$ cat src/rtl/ps2sc_pkg.sv
`timescale 1ns / 1ps
`default_nettype none

package ps2sc_pkg;

    localparam int CMD_QUEUE_DEPTH_DEF = 32;

    // Two entries are enough to keep the front busy while the back emits a result.
    localparam int OPQ_DEPTH = 2;
    localparam int OPQ_AW    = 1;
    localparam int OPQ_CW    = $clog2(OPQ_DEPTH + 1);

    localparam logic [7:0] SC_TAB         = 8'h0F;
    localparam logic [7:0] SC_LSHIFT_MAKE = 8'h2A;
    localparam logic [7:0] SC_RSHIFT_MAKE = 8'h36;
    localparam logic [7:0] SC_LSHIFT_BRK  = 8'hAA;
    localparam logic [7:0] SC_RSHIFT_BRK  = 8'hB6;
    localparam logic [7:0] SC_CAPS_LOCK   = 8'h3A;
    localparam logic [7:0] SC_NUM_LOCK    = 8'h45;
    localparam logic [7:0] SC_SCROLL_LOCK = 8'h46;
    localparam logic [7:0] SC_F1          = 8'h3B;
    localparam logic [7:0] SC_F11         = 8'h57;
    localparam logic [7:0] KB_ACK         = 8'hFA;
    localparam logic [7:0] KB_RESEND      = 8'hFE;
    localparam logic [7:0] KB_LED_CMD     = 8'hED;

    localparam logic [7:0] EVT_TAB   = 8'd0;
    localparam logic [7:0] EVT_BREAK = 8'd1;
    localparam logic [7:0] EVT_RAISE = 8'd2;

    localparam logic [7:0] CHAR_UPPER_A = 8'h41;
    localparam logic [7:0] CHAR_UPPER_Z = 8'h5A;
    localparam logic [7:0] CHAR_CASE    = 8'h20;

    localparam logic [2:0] LED_CAPS   = 3'b100;
    localparam logic [2:0] LED_NUM    = 3'b010;
    localparam logic [2:0] LED_SCROLL = 3'b001;

    typedef enum logic [1:0] {
        KIND_CHAR  = 2'd0,
        KIND_CMD   = 2'd1,
        KIND_EVENT = 2'd2
    } t_kind;

    typedef enum logic [1:0] {
        BK_IDLE,
        BK_PUSH,
        BK_DIRECT,
        BK_SEND
    } t_back_state;

    // One classified scan code handed from the front to the back.
    typedef struct packed {
        logic       has_res;
        t_kind      res_kind;
        logic [7:0] res_value;
        logic       is_ack;
        logic       is_resend;
        logic       push_start;
        logic [2:0] start_leds;
        logic       push_lock;
        logic [2:0] lock_leds;
    } t_op;

    function automatic logic [7:0] plain_char(input logic [6:0] code);
        logic [7:0] ch;
        ch = 8'h00;
        case (code)
            7'h02: ch = 8'h31;
            7'h03: ch = 8'h32;
            7'h04: ch = 8'h33;
            7'h05: ch = 8'h34;
            7'h06: ch = 8'h35;
            7'h07: ch = 8'h36;
            7'h08: ch = 8'h37;
            7'h09: ch = 8'h38;
            7'h0A: ch = 8'h39;
            7'h0B: ch = 8'h30;
            7'h0C: ch = 8'h2D;
            7'h0D: ch = 8'h5E;
            7'h0E: ch = 8'h08;
            7'h10: ch = 8'h51;
            7'h11: ch = 8'h57;
            7'h12: ch = 8'h45;
            7'h13: ch = 8'h52;
            7'h14: ch = 8'h54;
            7'h15: ch = 8'h59;
            7'h16: ch = 8'h55;
            7'h17: ch = 8'h49;
            7'h18: ch = 8'h4F;
            7'h19: ch = 8'h50;
            7'h1A: ch = 8'h40;
            7'h1B: ch = 8'h5B;
            7'h1C: ch = 8'h0A;
            7'h1E: ch = 8'h41;
            7'h1F: ch = 8'h53;
            7'h20: ch = 8'h44;
            7'h21: ch = 8'h46;
            7'h22: ch = 8'h47;
            7'h23: ch = 8'h48;
            7'h24: ch = 8'h4A;
            7'h25: ch = 8'h4B;
            7'h26: ch = 8'h4C;
            7'h27: ch = 8'h3B;
            7'h28: ch = 8'h3A;
            7'h2B: ch = 8'h5D;
            7'h2C: ch = 8'h5A;
            7'h2D: ch = 8'h58;
            7'h2E: ch = 8'h43;
            7'h2F: ch = 8'h56;
            7'h30: ch = 8'h42;
            7'h31: ch = 8'h4E;
            7'h32: ch = 8'h4D;
            7'h33: ch = 8'h2C;
            7'h34: ch = 8'h2E;
            7'h35: ch = 8'h2F;
            7'h37: ch = 8'h2A;
            7'h39: ch = 8'h20;
            7'h47: ch = 8'h37;
            7'h48: ch = 8'h38;
            7'h49: ch = 8'h39;
            7'h4A: ch = 8'h2D;
            7'h4B: ch = 8'h34;
            7'h4C: ch = 8'h35;
            7'h4D: ch = 8'h36;
            7'h4E: ch = 8'h2B;
            7'h4F: ch = 8'h31;
            7'h50: ch = 8'h32;
            7'h51: ch = 8'h33;
            7'h52: ch = 8'h30;
            7'h53: ch = 8'h2E;
            7'h73: ch = 8'h5C;
            7'h7D: ch = 8'h5C;
            default: ch = 8'h00;
        endcase
        return ch;
    endfunction

    // The shifted layout differs from the plain one only on the entries listed here.
    function automatic logic [7:0] shifted_char(input logic [6:0] code);
        logic [7:0] ch;
        ch = 8'h00;
        case (code)
            7'h02: ch = 8'h21;
            7'h03: ch = 8'h22;
            7'h04: ch = 8'h23;
            7'h05: ch = 8'h24;
            7'h06: ch = 8'h25;
            7'h07: ch = 8'h26;
            7'h08: ch = 8'h27;
            7'h09: ch = 8'h28;
            7'h0A: ch = 8'h29;
            7'h0B: ch = 8'h7E;
            7'h0C: ch = 8'h3D;
            7'h0D: ch = 8'h7E;
            7'h1A: ch = 8'h60;
            7'h1B: ch = 8'h7B;
            7'h27: ch = 8'h2B;
            7'h28: ch = 8'h2A;
            7'h2B: ch = 8'h7D;
            7'h33: ch = 8'h3C;
            7'h34: ch = 8'h3E;
            7'h35: ch = 8'h3F;
            7'h73: ch = 8'h5F;
            7'h7D: ch = 8'h7C;
            default: ch = plain_char(code);
        endcase
        return ch;
    endfunction

endpackage

`default_nettype wire

$ cat src/rtl/ps2sc_ram.sv
`timescale 1ns / 1ps
`default_nettype none

module ps2sc_ram #(
    parameter int WIDTH = 8,
    parameter int DEPTH = 32,
    parameter int AW    = (DEPTH > 1) ? $clog2(DEPTH) : 1
) (
    input  wire logic             i_clk,
    input  wire logic             i_we,
    input  wire logic [AW-1:0]    i_waddr,
    input  wire logic [WIDTH-1:0] i_wdata,
    input  wire logic [AW-1:0]    i_raddr,
    output logic      [WIDTH-1:0] o_rdata
);

    logic [WIDTH-1:0] r_mem [DEPTH];
    logic [WIDTH-1:0] r_rdata;

    always_ff @(posedge i_clk) begin
        if (i_we) begin
            r_mem[i_waddr] <= i_wdata;
        end
        r_rdata <= r_mem[i_raddr];
    end

    assign o_rdata = r_rdata;

endmodule

`default_nettype wire

$ cat src/rtl/ps2sc_front.sv
`timescale 1ns / 1ps
`default_nettype none

module ps2sc_front
    import ps2sc_pkg::*;
(
    input  wire logic       i_clk,
    input  wire logic       i_rst_n,
    input  wire logic       i_in_valid,
    output logic            o_in_ready,
    input  wire logic [7:0] i_scan_code,
    input  wire logic       i_cfg_valid,
    output logic            o_cfg_ready,
    input  wire logic [2:0] i_cfg_initial_leds,
    input  wire logic       i_opq_full,
    output logic            o_opq_push,
    output t_op             o_op
);

    logic [2:0] r_init_leds;
    logic [1:0] r_shift;
    logic [1:0] n_shift;
    logic [2:0] r_leds;
    logic [2:0] n_leds;
    logic       r_started;

    logic [2:0] leds_cur;
    logic       shift_any;
    logic [7:0] ch_raw;
    logic [7:0] ch;
    logic [2:0] toggle;
    logic       accept;
    t_op        op;

    assign accept      = i_in_valid && !i_opq_full;
    assign o_in_ready  = !i_opq_full;
    assign o_cfg_ready = 1'b1;

    // Before the first byte the LEDs come from the configuration register.
    assign leds_cur  = r_started ? r_leds : r_init_leds;
    assign shift_any = |r_shift;

    always_comb begin
        ch_raw = 8'h00;
        if (!i_scan_code[7]) begin
            ch_raw = shift_any ? shifted_char(i_scan_code[6:0]) : plain_char(i_scan_code[6:0]);
        end
        ch = ch_raw;
        if (ch_raw >= CHAR_UPPER_A && ch_raw <= CHAR_UPPER_Z && (leds_cur[2] == shift_any)) begin
            ch = ch_raw + CHAR_CASE;
        end
    end

    always_comb begin
        toggle = 3'b000;
        if (i_scan_code == SC_CAPS_LOCK) begin
            toggle = LED_CAPS;
        end else if (i_scan_code == SC_NUM_LOCK) begin
            toggle = LED_NUM;
        end else if (i_scan_code == SC_SCROLL_LOCK) begin
            toggle = LED_SCROLL;
        end
    end

    always_comb begin
        op            = '0;
        op.res_kind   = KIND_CHAR;
        op.res_value  = ch;
        op.has_res    = 1'b0;
        // A scan code with a table entry never is one of the event keys.
        if (ch != 8'h00) begin
            op.has_res = 1'b1;
        end else if (i_scan_code == SC_TAB) begin
            op.has_res   = 1'b1;
            op.res_kind  = KIND_EVENT;
            op.res_value = EVT_TAB;
        end else if (i_scan_code == SC_F1 && shift_any) begin
            op.has_res   = 1'b1;
            op.res_kind  = KIND_EVENT;
            op.res_value = EVT_BREAK;
        end else if (i_scan_code == SC_F11) begin
            op.has_res   = 1'b1;
            op.res_kind  = KIND_EVENT;
            op.res_value = EVT_RAISE;
        end
        op.is_ack     = (i_scan_code == KB_ACK);
        op.is_resend  = (i_scan_code == KB_RESEND);
        op.push_start = !r_started;
        op.start_leds = r_init_leds;
        op.push_lock  = |toggle;
        op.lock_leds  = leds_cur ^ toggle;
    end

    always_comb begin
        n_shift = r_shift;
        if (i_scan_code == SC_LSHIFT_MAKE) begin
            n_shift[0] = 1'b1;
        end
        if (i_scan_code == SC_RSHIFT_MAKE) begin
            n_shift[1] = 1'b1;
        end
        if (i_scan_code == SC_LSHIFT_BRK) begin
            n_shift[0] = 1'b0;
        end
        if (i_scan_code == SC_RSHIFT_BRK) begin
            n_shift[1] = 1'b0;
        end
        n_leds = leds_cur ^ toggle;
    end

    always_ff @(posedge i_clk) begin
        if (!i_rst_n) begin
            r_init_leds <= 3'b000;
            r_shift     <= 2'b00;
            r_leds      <= 3'b000;
            r_started   <= 1'b0;
        end else begin
            if (i_cfg_valid) begin
                r_init_leds <= i_cfg_initial_leds;
            end
            if (accept) begin
                r_shift   <= n_shift;
                r_leds    <= n_leds;
                r_started <= 1'b1;
            end
        end
    end

    assign o_opq_push = accept;
    assign o_op       = op;

endmodule

`default_nettype wire

$ cat src/rtl/ps2sc_op_fifo.sv
`timescale 1ns / 1ps
`default_nettype none

module ps2sc_op_fifo
    import ps2sc_pkg::*;
(
    input  wire logic i_clk,
    input  wire logic i_rst_n,
    input  wire logic i_push,
    input  wire t_op  i_op,
    output logic      o_full,
    input  wire logic i_pop,
    output t_op       o_op,
    output logic      o_empty
);

    t_op               r_mem [OPQ_DEPTH];
    logic [OPQ_AW-1:0] r_wr_ptr;
    logic [OPQ_AW-1:0] r_rd_ptr;
    logic [OPQ_CW-1:0] r_cnt;
    logic              do_push;
    logic              do_pop;

    assign o_full  = (r_cnt == OPQ_CW'(OPQ_DEPTH));
    assign o_empty = (r_cnt == '0);
    assign do_push = i_push && !o_full;
    assign do_pop  = i_pop && !o_empty;
    assign o_op    = r_mem[r_rd_ptr];

    always_ff @(posedge i_clk) begin
        if (do_push) begin
            r_mem[r_wr_ptr] <= i_op;
        end
    end

    always_ff @(posedge i_clk) begin
        if (!i_rst_n) begin
            r_wr_ptr <= '0;
            r_rd_ptr <= '0;
            r_cnt    <= '0;
        end else begin
            if (do_push) begin
                r_wr_ptr <= (r_wr_ptr == OPQ_AW'(OPQ_DEPTH - 1)) ? '0 : r_wr_ptr + 1'b1;
            end
            if (do_pop) begin
                r_rd_ptr <= (r_rd_ptr == OPQ_AW'(OPQ_DEPTH - 1)) ? '0 : r_rd_ptr + 1'b1;
            end
            if (do_push && !do_pop) begin
                r_cnt <= r_cnt + 1'b1;
            end else if (do_pop && !do_push) begin
                r_cnt <= r_cnt - 1'b1;
            end
        end
    end

endmodule

`default_nettype wire

$ cat src/rtl/ps2sc_back.sv
`timescale 1ns / 1ps
`default_nettype none

module ps2sc_back
    import ps2sc_pkg::*;
#(
    parameter int CMD_QUEUE_DEPTH = CMD_QUEUE_DEPTH_DEF
) (
    input  wire logic       i_clk,
    input  wire logic       i_rst_n,
    input  wire logic       i_opq_empty,
    input  wire t_op        i_op,
    output logic            o_opq_pop,
    output logic            o_out_valid,
    input  wire logic       i_out_ready,
    output logic [1:0]      o_kind,
    output logic [7:0]      o_value,
    output logic            o_last
);

    localparam int AW = (CMD_QUEUE_DEPTH > 1) ? $clog2(CMD_QUEUE_DEPTH) : 1;
    localparam int CW = $clog2(CMD_QUEUE_DEPTH + 1);
    localparam int SW = CW + 1;

    t_back_state r_state;
    t_back_state n_state;
    t_op         r_op;
    t_op         n_op;
    logic [3:0]  r_pend;
    logic [3:0]  n_pend;
    logic [AW-1:0] r_head;
    logic [AW-1:0] n_head;
    logic [CW-1:0] r_count;
    logic [CW-1:0] n_count;
    logic        r_awaiting;
    logic        n_awaiting;
    logic [7:0]  r_sent;
    logic [7:0]  n_sent;

    logic        r_out_valid;
    t_kind       r_out_kind;
    logic [7:0]  r_out_value;
    logic        r_out_last;

    logic        out_free;
    logic        out_load;
    t_kind       out_kind;
    logic [7:0]  out_value;
    logic        out_last;

    logic        q_full;
    logic [SW-1:0] tail_sum;
    logic [SW-1:0] tail_wrap;
    logic [AW-1:0] tail;
    logic [7:0]  push_byte;
    logic        ram_we;
    logic [7:0]  ram_rdata;

    logic        awaiting_eff;
    logic        deq;
    logic        has_direct;
    t_kind       direct_kind;
    logic [7:0]  direct_value;

    assign out_free = !r_out_valid || i_out_ready;
    assign q_full   = (r_count == CW'(CMD_QUEUE_DEPTH));

    // Head plus count stays below twice the depth, so one subtract wraps it.
    assign tail_sum  = SW'(r_head) + SW'(r_count);
    assign tail_wrap = (tail_sum >= SW'(CMD_QUEUE_DEPTH)) ? tail_sum - SW'(CMD_QUEUE_DEPTH)
                                                          : tail_sum;
    assign tail      = tail_wrap[AW-1:0];

    // Pending pushes in order: start command, start LEDs, lock command, lock LEDs.
    always_comb begin
        if (r_pend[0]) begin
            push_byte = KB_LED_CMD;
        end else if (r_pend[1]) begin
            push_byte = {5'b00000, r_op.start_leds};
        end else if (r_pend[2]) begin
            push_byte = KB_LED_CMD;
        end else begin
            push_byte = {5'b00000, r_op.lock_leds};
        end
    end

    assign awaiting_eff = r_awaiting && !r_op.is_ack;
    assign deq          = (r_count != '0) && !awaiting_eff;

    always_comb begin
        has_direct   = r_op.has_res;
        direct_kind  = r_op.res_kind;
        direct_value = r_op.res_value;
        if (!r_op.has_res && r_op.is_resend && r_awaiting) begin
            has_direct   = 1'b1;
            direct_kind  = KIND_CMD;
            direct_value = r_sent;
        end
    end

    always_comb begin
        n_state = r_state;
        case (r_state)
            BK_IDLE: begin
                if (!i_opq_empty) begin
                    n_state = (i_op.push_start || i_op.push_lock) ? BK_PUSH : BK_DIRECT;
                end
            end
            BK_PUSH: begin
                if ((r_pend & (r_pend - 4'd1)) == 4'd0) begin
                    n_state = BK_DIRECT;
                end
            end
            BK_DIRECT: begin
                if (!has_direct || out_free) begin
                    n_state = deq ? BK_SEND : BK_IDLE;
                end
            end
            BK_SEND: begin
                if (out_free) begin
                    n_state = BK_IDLE;
                end
            end
            default: n_state = BK_IDLE;
        endcase
    end

    always_comb begin
        o_opq_pop  = 1'b0;
        ram_we     = 1'b0;
        out_load   = 1'b0;
        out_kind   = KIND_CMD;
        out_value  = ram_rdata;
        out_last   = 1'b1;
        n_op       = r_op;
        n_pend     = r_pend;
        n_head     = r_head;
        n_count    = r_count;
        n_awaiting = r_awaiting;
        n_sent     = r_sent;
        case (r_state)
            BK_IDLE: begin
                if (!i_opq_empty) begin
                    o_opq_pop = 1'b1;
                    n_op      = i_op;
                    n_pend    = {i_op.push_lock, i_op.push_lock,
                                 i_op.push_start, i_op.push_start};
                end
            end
            BK_PUSH: begin
                n_pend = r_pend & (r_pend - 4'd1);
                // A byte that finds the queue full is dropped.
                if (!q_full) begin
                    ram_we  = 1'b1;
                    n_count = r_count + 1'b1;
                end
            end
            BK_DIRECT: begin
                n_awaiting = awaiting_eff;
                if (has_direct && out_free) begin
                    out_load  = 1'b1;
                    out_kind  = direct_kind;
                    out_value = direct_value;
                    out_last  = !deq;
                end
            end
            BK_SEND: begin
                if (out_free) begin
                    out_load   = 1'b1;
                    n_sent     = ram_rdata;
                    n_head     = (r_head == AW'(CMD_QUEUE_DEPTH - 1)) ? '0 : r_head + 1'b1;
                    n_count    = r_count - 1'b1;
                    n_awaiting = 1'b1;
                end
            end
            default: begin
                n_pend = '0;
            end
        endcase
    end

    always_ff @(posedge i_clk) begin
        if (!i_rst_n) begin
            r_state     <= BK_IDLE;
            r_pend      <= '0;
            r_head      <= '0;
            r_count     <= '0;
            r_awaiting  <= 1'b0;
            r_sent      <= '0;
            r_out_valid <= 1'b0;
        end else begin
            r_state    <= n_state;
            r_pend     <= n_pend;
            r_head     <= n_head;
            r_count    <= n_count;
            r_awaiting <= n_awaiting;
            r_sent     <= n_sent;
            if (out_load) begin
                r_out_valid <= 1'b1;
            end else if (i_out_ready) begin
                r_out_valid <= 1'b0;
            end
        end
    end

    always_ff @(posedge i_clk) begin
        r_op <= n_op;
        if (out_load) begin
            r_out_kind  <= out_kind;
            r_out_value <= out_value;
            r_out_last  <= out_last;
        end
    end

    // The read port always points at the head; its read data is registered.
    ps2sc_ram #(
        .WIDTH (8),
        .DEPTH (CMD_QUEUE_DEPTH),
        .AW    (AW)
    ) u_cmd_ram (
        .i_clk   (i_clk),
        .i_we    (ram_we),
        .i_waddr (tail),
        .i_wdata (push_byte),
        .i_raddr (r_head),
        .o_rdata (ram_rdata)
    );

    assign o_out_valid = r_out_valid;
    assign o_kind      = r_out_kind;
    assign o_value     = r_out_value;
    assign o_last      = r_out_last;

endmodule

`default_nettype wire

$ cat src/rtl/ps2_scancode_to_char_with_led_cmd.sv
`timescale 1ns / 1ps
`default_nettype none
// Channel  Dir  Handshake                  Payload
// in       in   i_in_valid / o_in_ready    i_scan_code
// out      out  o_out_valid / i_out_ready  o_kind, o_value, o_last
// cfg      in   i_cfg_valid / o_cfg_ready  i_cfg_initial_leds
//
// The front takes one scan code beat per cycle into a two-entry op queue while it is not full.
// For each byte the back fetches the op, writes its LED bytes to the command memory
// (up to four on the first byte), emits at most one result, and may then send a queued
// command byte (registered read of the command memory).
// Reset is synchronous and clears control state; the command memory is not cleared.
// A result waiting in the output register stalls the back; the front keeps taking
// beats until the op queue is full.

module ps2_scancode_to_char_with_led_cmd
    import ps2sc_pkg::*;
#(
    parameter int CMD_QUEUE_DEPTH = CMD_QUEUE_DEPTH_DEF
) (
    input  wire logic       i_clk,
    input  wire logic       i_rst_n,
    input  wire logic       i_in_valid,
    output logic            o_in_ready,
    input  wire logic [7:0] i_scan_code,
    output logic            o_out_valid,
    input  wire logic       i_out_ready,
    output logic [1:0]      o_kind,
    output logic [7:0]      o_value,
    output logic            o_last,
    input  wire logic       i_cfg_valid,
    output logic            o_cfg_ready,
    input  wire logic [2:0] i_cfg_initial_leds
);

    logic opq_push;
    logic opq_full;
    logic opq_pop;
    logic opq_empty;
    t_op  front_op;
    t_op  back_op;

    ps2sc_front u_front (
        .i_clk              (i_clk),
        .i_rst_n            (i_rst_n),
        .i_in_valid         (i_in_valid),
        .o_in_ready         (o_in_ready),
        .i_scan_code        (i_scan_code),
        .i_cfg_valid        (i_cfg_valid),
        .o_cfg_ready        (o_cfg_ready),
        .i_cfg_initial_leds (i_cfg_initial_leds),
        .i_opq_full         (opq_full),
        .o_opq_push         (opq_push),
        .o_op               (front_op)
    );

    ps2sc_op_fifo u_opq (
        .i_clk   (i_clk),
        .i_rst_n (i_rst_n),
        .i_push  (opq_push),
        .i_op    (front_op),
        .o_full  (opq_full),
        .i_pop   (opq_pop),
        .o_op    (back_op),
        .o_empty (opq_empty)
    );

    ps2sc_back #(
        .CMD_QUEUE_DEPTH (CMD_QUEUE_DEPTH)
    ) u_back (
        .i_clk       (i_clk),
        .i_rst_n     (i_rst_n),
        .i_opq_empty (opq_empty),
        .i_op        (back_op),
        .o_opq_pop   (opq_pop),
        .o_out_valid (o_out_valid),
        .i_out_ready (i_out_ready),
        .o_kind      (o_kind),
        .o_value     (o_value),
        .o_last      (o_last)
    );

endmodule

`default_nettype wire

$ cat config.mk
export PLATFORM = sky130hd
export DESIGN_NAME = ps2_scancode_to_char_with_led_cmd
export DESIGN_NICKNAME = d
export VERILOG_FILES = /design/src/rtl/ps2sc_pkg.sv /design/src/rtl/ps2sc_ram.sv /design/src/rtl/ps2sc_front.sv /design/src/rtl/ps2sc_op_fifo.sv /design/src/rtl/ps2sc_back.sv /design/src/rtl/ps2_scancode_to_char_with_led_cmd.sv
export SDC_FILE = /design/constraint.sdc
export NUM_CORES = 1
export LEC_CHECK = 0
export ABC_AREA = 1
export BUFFER_PORTS_ARGS = -buffer_cell sky130_fd_sc_hd__buf_2
export CAP_MARGIN = 30
export CORE_ASPECT_RATIO = 0.75
export CORE_MARGIN = 4
export CORE_UTILIZATION = 30
export DETAILED_ROUTE_END_ITERATION = 12
export PLACE_DENSITY = 0.44
export SLEW_MARGIN = 15
export SYNTH_ARGS = -nofsm -noshare
export SYNTH_HDL_FRONTEND = slang
export SYNTH_SLANG_ARGS = --single-unit
$ cat constraint.sdc
create_clock -name i_clk -period 4 [get_ports i_clk]
set_input_delay 0.4 -clock i_clk [delete_from_list [all_inputs] [get_ports i_clk]]
set_output_delay 0.4 -clock i_clk [all_outputs]
set_load 0.05 [all_outputs]
==> impl_metrics.toml <==
[logic_synthesis]
synth_flop_cell = "edfxtp_1"
yosysTopAreaCellShare_pct = 51.75
mappedNetlistNets = 1219
synth-seq-cells = 238
avgSynthCellArea_um2 = 9.695
synth-warning-count = 0
synth_enable_flop_cells = 197
netlist_top_cells_count = "nand2_1 (204), edfxtp_1 (197), nor2_1 (187)"
post_synth_inst_count = 1179
synth_top_area_cell = "edfxtp_1"
synth_area_um2 = 11430
yosysMostFrequentCell = "nand2_1"
synth_cell_types = 46
yosysSeqAreaShare_pct = 58.93
async_reset_ff_share_pct = 0
yosys-top-cells-area = "edfxtp_1 (52%), dfxtp_1 (7.2%), nand2_1 (6.7%), nor2_1 (6.1%), o21ai_0 (5.5%)"

[worst_setup_path]
critPathCaptureType = "register"
crit_path_max_incr_delay_ps = 720
crit_chain = "ha_1 > fa_1 > inv_1 > nand3_1 > nor2_1"
crit_slowest_cell = "dfxtp_2"
critPathKind = "reg2reg"
worst_ep_arrival_time_ps = 3080
crit_required_ps = 4190
crit_family = "simple AND/OR/NAND/NOR gates"
crit_buf_inv = 1
startpoint_type = "register"
cp_max_fo = 30

[finish]
fillers = 3810
multiInputGateArea_um2 = 4136
area.growth.synth_to_final_pct = 13.15
nNetsFinal = 1249
layout-drive-gt1-share_pct = 10.85
seqCellArea_um2 = 6738
n_antenna_cell = 0

[power_and_ir_drop]
p_total_mw = 7.857
power.density_nw_per_um2 = 607.5
ir_drop_mv = 0.2453
power_leakage_nw = 5.003

[clock_tree]
htreeDepth = 1
post_cts_buffers = 0
cts_hold_buf = 0
cts_resized = 0
cts.clk_slew.worst_paths_ps = 60
clockBufferDepth = 3
cts_made_buffers = 25
cts-root-buf = "clkbuf_16"
clk_latency_ps = 540
cts_tree = "done"
cts_num_sinks = 238

[detailed_routing]
num_vias = 8379
viasPerCell = 4.843
first_pass_iters = 5
drc_errors = 0
wl_per_cell_um = 17.23
routed_wl_um = 29800
drtIter0Drc = 650
ant_nets = 0

[floorplan]
row_count = 61
die-area_um2 = 41320
initial_core_util_pct = 30.63
chipWidth_um = 233.4
coreArea_um2 = 37320
fp.dieH_um = 177.1
io_pins = 30

[timing]
worstMarginPinSlew_ps = 854.6
slew_violations = 0
finalHoldViolations = 0
rsz0062_at_grt = "false"
maxSlewHeadroom_pct = 42.91
setup-violations-final = 0
finalSetupTns_ps = 0
min_period_over_period_pct = 72.27
fmax_mhz = 345.9
period_needed_ps = 2891
finalClockSkew_ps = 17.19

[min_path]
hp-class = "in2reg"

[global_routing]
grt_usage_pct = 14.46
grt_max_degree = 41
grt_pass1_vias = 8064
antenna_found_initial = 0
grt_pass1_wl_um = 47070
overflow = 0

[flow_run]
maxCapViolCount = 0

[placed_design]
gp_congestion = 0.8938
numPortBuffers = 28
dp_hpwl_um = 20770

[run_status]
status = "completed"
per-stage QoR:
step	cell area [um^2]	worst slack, ps	std cells	util [%]	hold slack [ps]
finish	12930	1109	1730	34.65	97.82
global route	12930	888.5	1730	34.65	75.75
CTS	12930	1066	1730	34.65	81.31
detailed placement	12190	787.3	1686	32.66	441.9
global placement	12150	812.0	1684	32.55	433.8
floorplan	11430	1339	1179	-	424.1
state kept, by name, indices dropped and copies added (netlist names), 3 cells and up, named ones only:
| signal | flops |
|---|---|
| u_back.u_cmd_ram.r_mem | 128 |
| u_back.r_op | 18 |
| u_front.r_leds | 3 |
| u_back.r_count | 6 |
| u_front.r_init_leds | 3 |
| u_back.u_cmd_ram.o_rdata | 4 |
| u_back.r_pend | 4 |
| u_back.r_sent | 4 |
| u_back.o_value | 8 |
| u_back.r_head | 5 |
| u_opq.r_mem | 40 |
worst paths after layout:
| path | slack [ps] | cells after the start | to | from |
|---|---|---|---|---|
| worst max register to register | 1110 | 5 | u_back.u_cmd_ram.r_mem[5][6] | u_back.r_head[0] |
| worst min-delay path | 100 | 3 | u_front.r_init_leds[2] | i_cfg_initial_leds[2] |
| worst min register to register | 450 | 2 | u_back.r_sent[6] | u_back.r_sent[6] |
| worst max-delay path | 1110 | 5 | u_back.u_cmd_ram.r_mem[5][6] | u_back.r_head[0] |
final cells by class:
class,instances,share of cell area (%)
Timing Repair Buffer,44,2.225
Clock inverter,13,0.7352
Inverter,106,3.076
Sequential cell,238,52.09
Multi-Input combinational cell,794,31.98
Tap cell,504,4.876
Clock buffer,31,5.011
logic make-up (layout without fill, tap and decap cells):
| kind of cell | count (synthesis) | count (layout) | synth area share (%) |
|---|---|---|---|
| buf+inv | 147 | 194 | 5.090 |
| xor+xnor | 12 | 12 | 0.9194 |
| other cells | 1 | 1 | 0.03281 |
| compound gates | 225 | 225 | 11.19 |
| mux | 20 | 20 | 1.948 |
| flops | 238 | 238 | 58.93 |
| fa+ha+maj | 24 | 24 | 2.758 |
| simple gates | 512 | 512 | 19.13 |
placed cells by master (no fill, tap or decap), types with 4 or more instances in the layout:
cell       instances
a211oi_1           5
a21oi_1           32
a21oi_2            6
a31oi_1            5
buf_2             28
buf_4             14
clkbuf_1           6
clkbuf_16         25
clkinv_1          10
dfxtp_1           40
edfxtp_1         197
ha_1              22
inv_1             98
inv_2              6
mux2_2            18
nand2_1          204
nand2_2            5
nand3_1           72
nand3_2            8
nand4_1            8
nor2_1           185
nor2_2             5
nor3_1            10
nor4_1             4
o211ai_1           8
o21ai_0          124
o221ai_1          11
o22ai_1           23
o31ai_1            4
xor2_1            10
power breakdown:
part | switching, mW | internal [mW]
sequential | 0.186 | 3.38
clock | 0.940 | 1.21
combinational | 1.54 | 0.592
worst reg2reg max path, delay by kind of cell, from the launching register on:
kind | cells | cell delay [ps]
AND/OR/NAND/NOR | 2 | 940
adder cells (fa/ha/maj) | 2 | 770
flip-flops | 1 | 720
buffers and inverters | 1 | 110
metal layers:
metal / part of all wire, % / GRT usage [%] / vias up
li1: - / - / 4144
met1: 54 / 23.71 / 4019
met2: 39 / 20.13 / 183
met3: 5.1 / 2.172 / 33
met4: 1.3 / 2.350 / 0
met5: 0 / 0 / -
Note: power is estimated with default switching activity, not from simulation.
